<file path="src/rtl/qrs_isqrt.sv">
// Pipelined floor square root, one result bit per register stage.
// Stand-alone; carries an opaque sideband alongside the radicand.
module qrs_isqrt #(
   parameter int RAD_W  = 68,
   parameter int SIDE_W = 8
) (
   input  logic                clock,
   input  logic                reset,
   input  logic                en,
   input  logic                in_valid,
   input  logic [RAD_W-1:0]    rad,
   input  logic [SIDE_W-1:0]   side_in,
   output logic                out_valid,
   output logic [RAD_W/2-1:0]  root,
   output logic [SIDE_W-1:0]   side_out
);
   localparam int SW = RAD_W / 2;

   logic [SW-1:0]     v_ff;
   logic [RAD_W-1:0]  rad_ff  [SW];
   logic [SW+1:0]     rem_ff  [SW];
   logic [SW-1:0]     root_ff [SW];
   logic [SIDE_W-1:0] side_ff [SW];

   for (genvar k = 0; k < SW; k++) begin : g_stage
      logic              vin;
      logic [RAD_W-1:0]  rin;
      logic [SW+1:0]     remin;
      logic [SW-1:0]     rootin;
      logic [SIDE_W-1:0] sin;
      logic [SW+1:0]     rem_try;
      logic [SW+1:0]     trial;

      if (k == 0) begin : g_first
         assign vin    = in_valid;
         assign rin    = rad;
         assign remin  = '0;
         assign rootin = '0;
         assign sin    = side_in;
      end else begin : g_next
         assign vin    = v_ff[k-1];
         assign rin    = rad_ff[k-1];
         assign remin  = rem_ff[k-1];
         assign rootin = root_ff[k-1];
         assign sin    = side_ff[k-1];
      end

      // bring down the next two radicand bits and try the next root bit
      assign rem_try = {remin[SW-1:0], rin[RAD_W-1 -: 2]};
      assign trial   = {rootin, 2'b01};

      always_ff @(posedge clock) begin
         if (reset) begin
            v_ff[k] <= 1'b0;
         end else if (en) begin
            v_ff[k] <= vin;
         end
         if (en) begin
            rad_ff[k]  <= {rin[RAD_W-3:0], 2'b00};
            side_ff[k] <= sin;
            if (rem_try >= trial) begin
               rem_ff[k]  <= rem_try - trial;
               root_ff[k] <= {rootin[SW-2:0], 1'b1};
            end else begin
               rem_ff[k]  <= rem_try;
               root_ff[k] <= {rootin[SW-2:0], 1'b0};
            end
         end
      end
   end

   assign out_valid = v_ff[SW-1];
   assign root      = root_ff[SW-1];
   assign side_out  = side_ff[SW-1];
endmodule

</file>
<file path="config.mk">
export PLATFORM = sky130hd
export DESIGN_NAME = qrs_isqrt
export DESIGN_NICKNAME = d
export VERILOG_FILES = /design/src/rtl/qrs_isqrt.sv
export SDC_FILE = /design/constraint.sdc
export NUM_CORES = 2
export LEC_CHECK = 0
export BUFFER_PORTS_ARGS = -buffer_cell sky130_fd_sc_hd__buf_4
export CORE_ASPECT_RATIO = 1.75
export CORE_UTILIZATION = 30
export DETAILED_ROUTE_END_ITERATION = 8
export GPL_TIMING_DRIVEN = 0
export HOLD_SLACK_MARGIN = 0.1
export PLACE_DENSITY_LB_ADDON = 0.3
export SLEW_MARGIN = 20
export SYNTH_ARGS = -nofsm -noshare
export SYNTH_HDL_FRONTEND = slang
export SYNTH_MEMORY_MAX_BITS = 65536
export SYNTH_SLANG_ARGS = --single-unit
</file>
<file path="constraint.sdc">
create_clock -name clock -period 5.3 [get_ports clock]
set_input_delay 0.53 -clock clock [delete_from_list [all_inputs] [get_ports clock]]
set_output_delay 0.53 -clock clock [all_outputs]
set_load 0.02 [all_outputs]
</file>
### After elaboration in Yosys (flattened, before gate mapping)

Memory sizes are Yosys's and may differ from the RTL's.
Cells that the tools add are included.

* output and inout bits: 43
* bits in registers: 34
* memory bits (writable): 4896
* input bits: 80
* memories: 4

Memories
* rad_ff: depth 34, width 66, rd ports 33, clocked after memory_dff 0, write ports 34, RTL line 20 `logic [RAD_W-1:0] rad_ff [SW];`
* rem_ff: depth 34, width 36, rd ports 33, clocked after memory_dff 0, write ports 34, RTL line 21 `logic [SW+1:0] rem_ff [SW];`
* root_ff: depth 34, width 34, rd ports 34, clocked after memory_dff 0, write ports 34, RTL line 22 `logic [SW-1:0] root_ff [SW];`
* side_ff: depth 34, width 8, rd ports 34, clocked after memory_dff 0, write ports 34, RTL line 23 `logic [SIDE_W-1:0] side_ff [SW];`

* muxes and demuxes: 274
* magnitude comparators: 34
* bitwise operators: 68
* add/sub/neg operators: 34

Operator list (number)
* two-way mux 36 bit: 34
* greater-or-equal comparator 36 bit: 33
* subtractor 36 bit: 33
* two-way mux 34 bit: 34
* two-way mux 1 bit: 206
* bitwise OR 1 bit: 68
* subtractor 2 x 1 -> 3 bit (second input constant): 1
* greater-or-equal comparator 2 x 1 -> 1 bit (second input constant): 1

### Depth between registers and ports, before layout

An unclocked memory read counts as a cell.

* depth in word-level cells: 6
* depth in mapped cells: 14

### Worst setup path after synthesis

No wires, ideal clock.

* path kind: input -> register
* from: input port en
* to: memory rem_ff[16][0] (netlist name), enable pin
* setup time: 0.447 ns
* setup slack: 1.214 ns
* path buffers: 6
* arrival time: 3.639 ns
* stages: 6
* cells stage by stage: clkbuf_1 clkbuf_1 clkbuf_1 clkbuf_1 clkbuf_1 clkbuf_1

RTL lines
* start: declaration: RTL line 9 `input logic en,`
* end: declaration: RTL line 21

==> summary.md <==
| Metric | Value |
|---|---|
| Post-route clock period utilization | `96.7%` |
| Vias in the first global route | `85888` |
| Max Fclk | `195 MHz` |
| Switching power | `19.5 mW` |
| # fillers | `44824` |
| GPL Wtd Cong | `0.941` |
| Routed Antenna Nets | `0` |
| GRT Resource Usage Total | `13.6%` |
| Status | `finished, final reports clean` |
| Clock tree sinks | `between 3000 and 4000` |
| # setup viols final | `0` |
| Worst EP required | `5.91 ns` |
| Post-Syn Nets | `11083` |
| CTS buffer count | `315` |
| Row count | `330` |
| HP Class | `in -> reg` |
| Yosys reg bits | `approximately 3100` |
| Logic pwr share | `between 10% and 20%` |
| Core area | `0.461 sq mm` |
| Die Y-Extent | `around 900 um` |
| Pre-Repair DR Iteration Count | `7` |
| Clock slew at reported path FFs | `0.06 ns` |
| Nets@finish | `11650` |
| Mapped Cells | `just over 10000` |
| Die X | `~520 um` |
| Final Slew Violations | `0` |
| Post-CTS Setup Bufs | `0` |
| Int Power | `48.8 mW` |
| # H-tree levels | `5` |
| Synth warnings | `0` |
| Clk Latency, worst-skew pair | `0.98 ns` |
| Async set or reset register ratio after synthesis | `0%` |
| Non-Filler Instances | `roughly 17000` |
| Crit path capture type | `flop` |
| Clk_skew | `a little under 0.09 ns` |
| Clock tree buffer depth | `4` |
| Routed vias/inst | `4.65` |
| Leakage | `59.3 nW` |
| Grt ovf | `0` |
| Fin crit period | `slightly above 5 ns` |
| DIE AREA | `0.466 sq mm` |
| I/O pin cnt | `123` |
| Reg power frac | `47.4%` |
| Worst Max-Slew Pin Slew | `1.26 ns` |
| Worst Setup Slack, final | `about 0.17 ns` |
| CP Launch Type | `flop` |
| Hold Fails Final Rpt | `0` |
| Cell area after synthesis | `0.139 sq mm` |
| Seq/Total Area, Yosys | `about two thirds` |
| Critical path type | `reg -> reg` |
| CTS tree | `done` |
| Synth Area per Inst | `13.4 sq um` |
| Max Cap Viol | `0` |
| Pre-CTS WS | `-1.55 ns` |
| DRC | `0` |
| Post-synth EDFFs | `3059` |
| Yosys cell types | `84` |
| Clock power frac | `around a third` |
| Largest net degree at the start of global routing | `155` |
| Synth Flop Type | `edfxtp_1` |
| Max-slew headroom | `about 16%` |
| First-pass GRT wire length | `481000 um` |
| Wire length per cell | `18.6 um` |
| Placed wire-length estimate | `248000 um` |
| Initial antenna violation count | `9` |
| Worst-path fanout max | `10` |
| Via count | `80684` |
| Multi-input gate area | `0.0426 sq mm` |
| RSZ-0062 raised after global routing | `false` |
| Register area | `0.0926 sq mm` |
| Root Driver | `clkbuf_16` |
| Starting Density | `30.1%` |
| Share of cells above drive strength 1 | `roughly 8%` |
| Routed Wire Length | `323000 um` |
| Port Buffers | `121` |
| Critical Path AT | `5.74 ns` |
| Initial DRC count | `3596` |
| Synthesis-to-finish area growth | `15.2%` |
| Maximum vdd drop | `between 200 and 300 uV` |
| Sw Ratio | `28.5%` |
| Cell count after placement | `16681` |
| Power per Cell Area | `427 mW/mm^2` |
## metal layers
metal  vias to the layer above  routed length, um  global-route usage, %
met3                       964               9350                   1.87
met1                     38770              85400                   9.06
met5                         -                  0                      0
met2                      1467             197000                   30.0
met4                         0              31100                   11.8
li1                      39483                  -                      -
## cells in the final DEF (no fill, tap or decap), types with 125 or more instances in the layout
cell / count
edfxtp_1: 3059
o21ai_0: 609
xor2_1: 450
buf_4: 125
a21o_1: 285
clkbuf_1: 203
nor3_1: 232
ha_1: 632
clkbuf_16: 319
xnor2_1: 441
a21oi_1: 506
inv_1: 797
nor2_1: 518
nand2_1: 767
nand3_1: 173
nor4_1: 125
## critical path, cell delays in order, from the launching register on
cell       delay, ns
edfxtp_1        0.42
ha_1            0.30
clkbuf_1        0.37
nand2_1         0.22
or3_1           0.53
nor3_2          0.62
nand2_1         0.10
o2111ai_1       0.33
a21oi_1         0.22
o21a_1          0.39
clkbuf_2        0.39
clkbuf_1        0.52
nand2_1         0.19
o21ai_0         0.13
## area by class of cell
| type | count | area share (%) |
|---|---|---|
| Inverter | 799 | 1.88 |
| Buffer | 222 | 0.620 |
| Tap cell | 6142 | 4.81 |
| Sequential cell | 3094 | 57.9 |
| Timing Repair Buffer | 250 | 1.73 |
| Clock inverter | 201 | 1.31 |
| Multi-Input combinational cell | 6256 | 26.7 |
| Antenna cell | 4 | 0.00626 |
| Clock buffer | 366 | 5.10 |
## registers in the layout, summed over array words and instances, names as in the netlist
register and count:
out_valid 1, g_stage.vin 33, root_ff 595, rem_ff 1071, rad_ff 1122, side_ff 272
## cells by family (layout without fill, tap and decap cells)
group	count (synthesis)	after routing	synth area share (%)
other	0	4	0
muxes	139	139	1.09
AOI/OAI and AO/OA	2001	2001	8.91
adders and majority gates	632	632	5.70
and+or+nand+nor	2593	2593	9.25
buffers and inverters	1021	1838	2.77
DFF	3094	3094	66.7
xor gates and xnor gates	891	891	5.62
## stage by stage
| step | area (sq um) | setup TNS (ns) | hold WS [ns] | utilization [%] | power (mW) |
|---|---|---|---|---|---|
| after floorplan | 139000 | 0 | 0.400 | - | 42.1 |
| after global placement | 147000 | - | 0.400 | 32.0 | 46.5 |
| after detailed placement | 149000 | -709.03 | 0.405 | 32.2 | 46.4 |
| after CTS | 160000 | 0 | 0.146 | 34.7 | 69.3 |
| after global routing | 160000 | 0 | 0.208 | 34.7 | 71.7 |
| final | 160000 | 0 | 0.251 | 34.7 | 68.3 |
## final timing paths
check / start / endpoint / slack (ns) / depth (start not counted)
setup / recovery: rem_ff[13][57]$_DFFE_PP_ / rem_ff[14][24]$_DFFE_PP_ / 0.17 / 13
setup reg to reg: rem_ff[13][57]$_DFFE_PP_ / rem_ff[14][24]$_DFFE_PP_ / 0.17 / 13
hold / removal: en / rad_ff[1][40]$_DFFE_PP_ / 0.25 / 2
hold reg to reg: rad_ff[17][52]$_DFFE_PP_ / rad_ff[18][54]$_DFFE_PP_ / 0.36 / 0
## cell usage after synthesis, types with 173 or more instances
cell      count  area (sq um)
nand2_1     767          2880
clkbuf_1    202           758
inv_1       798          3000
nor2_1      519          1950
ha_1        632          7910
nand3_1     173           866
o21ai_0     612          3060
a21oi_1     510          2550
nor3_1      238          1190
a21o_1      285          2140
edfxtp_1   3059         91900
xnor2_1     441          3860
xor2_1      450          3940
## what timing repair did
action	CTS	global route
hold endpoints to repair	129	0
setup endpoints to repair	137	7
resized for setup	23	2
gates cloned	0	0
hold buffers	82	0
## power groups by stage
| stage | clock network (mW) | logic [mW] | registers [mW] |
|---|---|---|---|
| 2_1_floorplan | 0 | 9.87 | 32.3 |
| 3_3_place_gp | 0 | 13.3 | 33.2 |
| 3_5_place_dp | 0 | 13.5 | 32.9 |
| 4_1_cts | 23.3 | 13.6 | 32.4 |
| 5_1_grt | 24.0 | 15.0 | 32.7 |
| 6_report | 22.3 | 13.6 | 32.4 |
No activity file was read; power rests on OpenSTA's default activity.
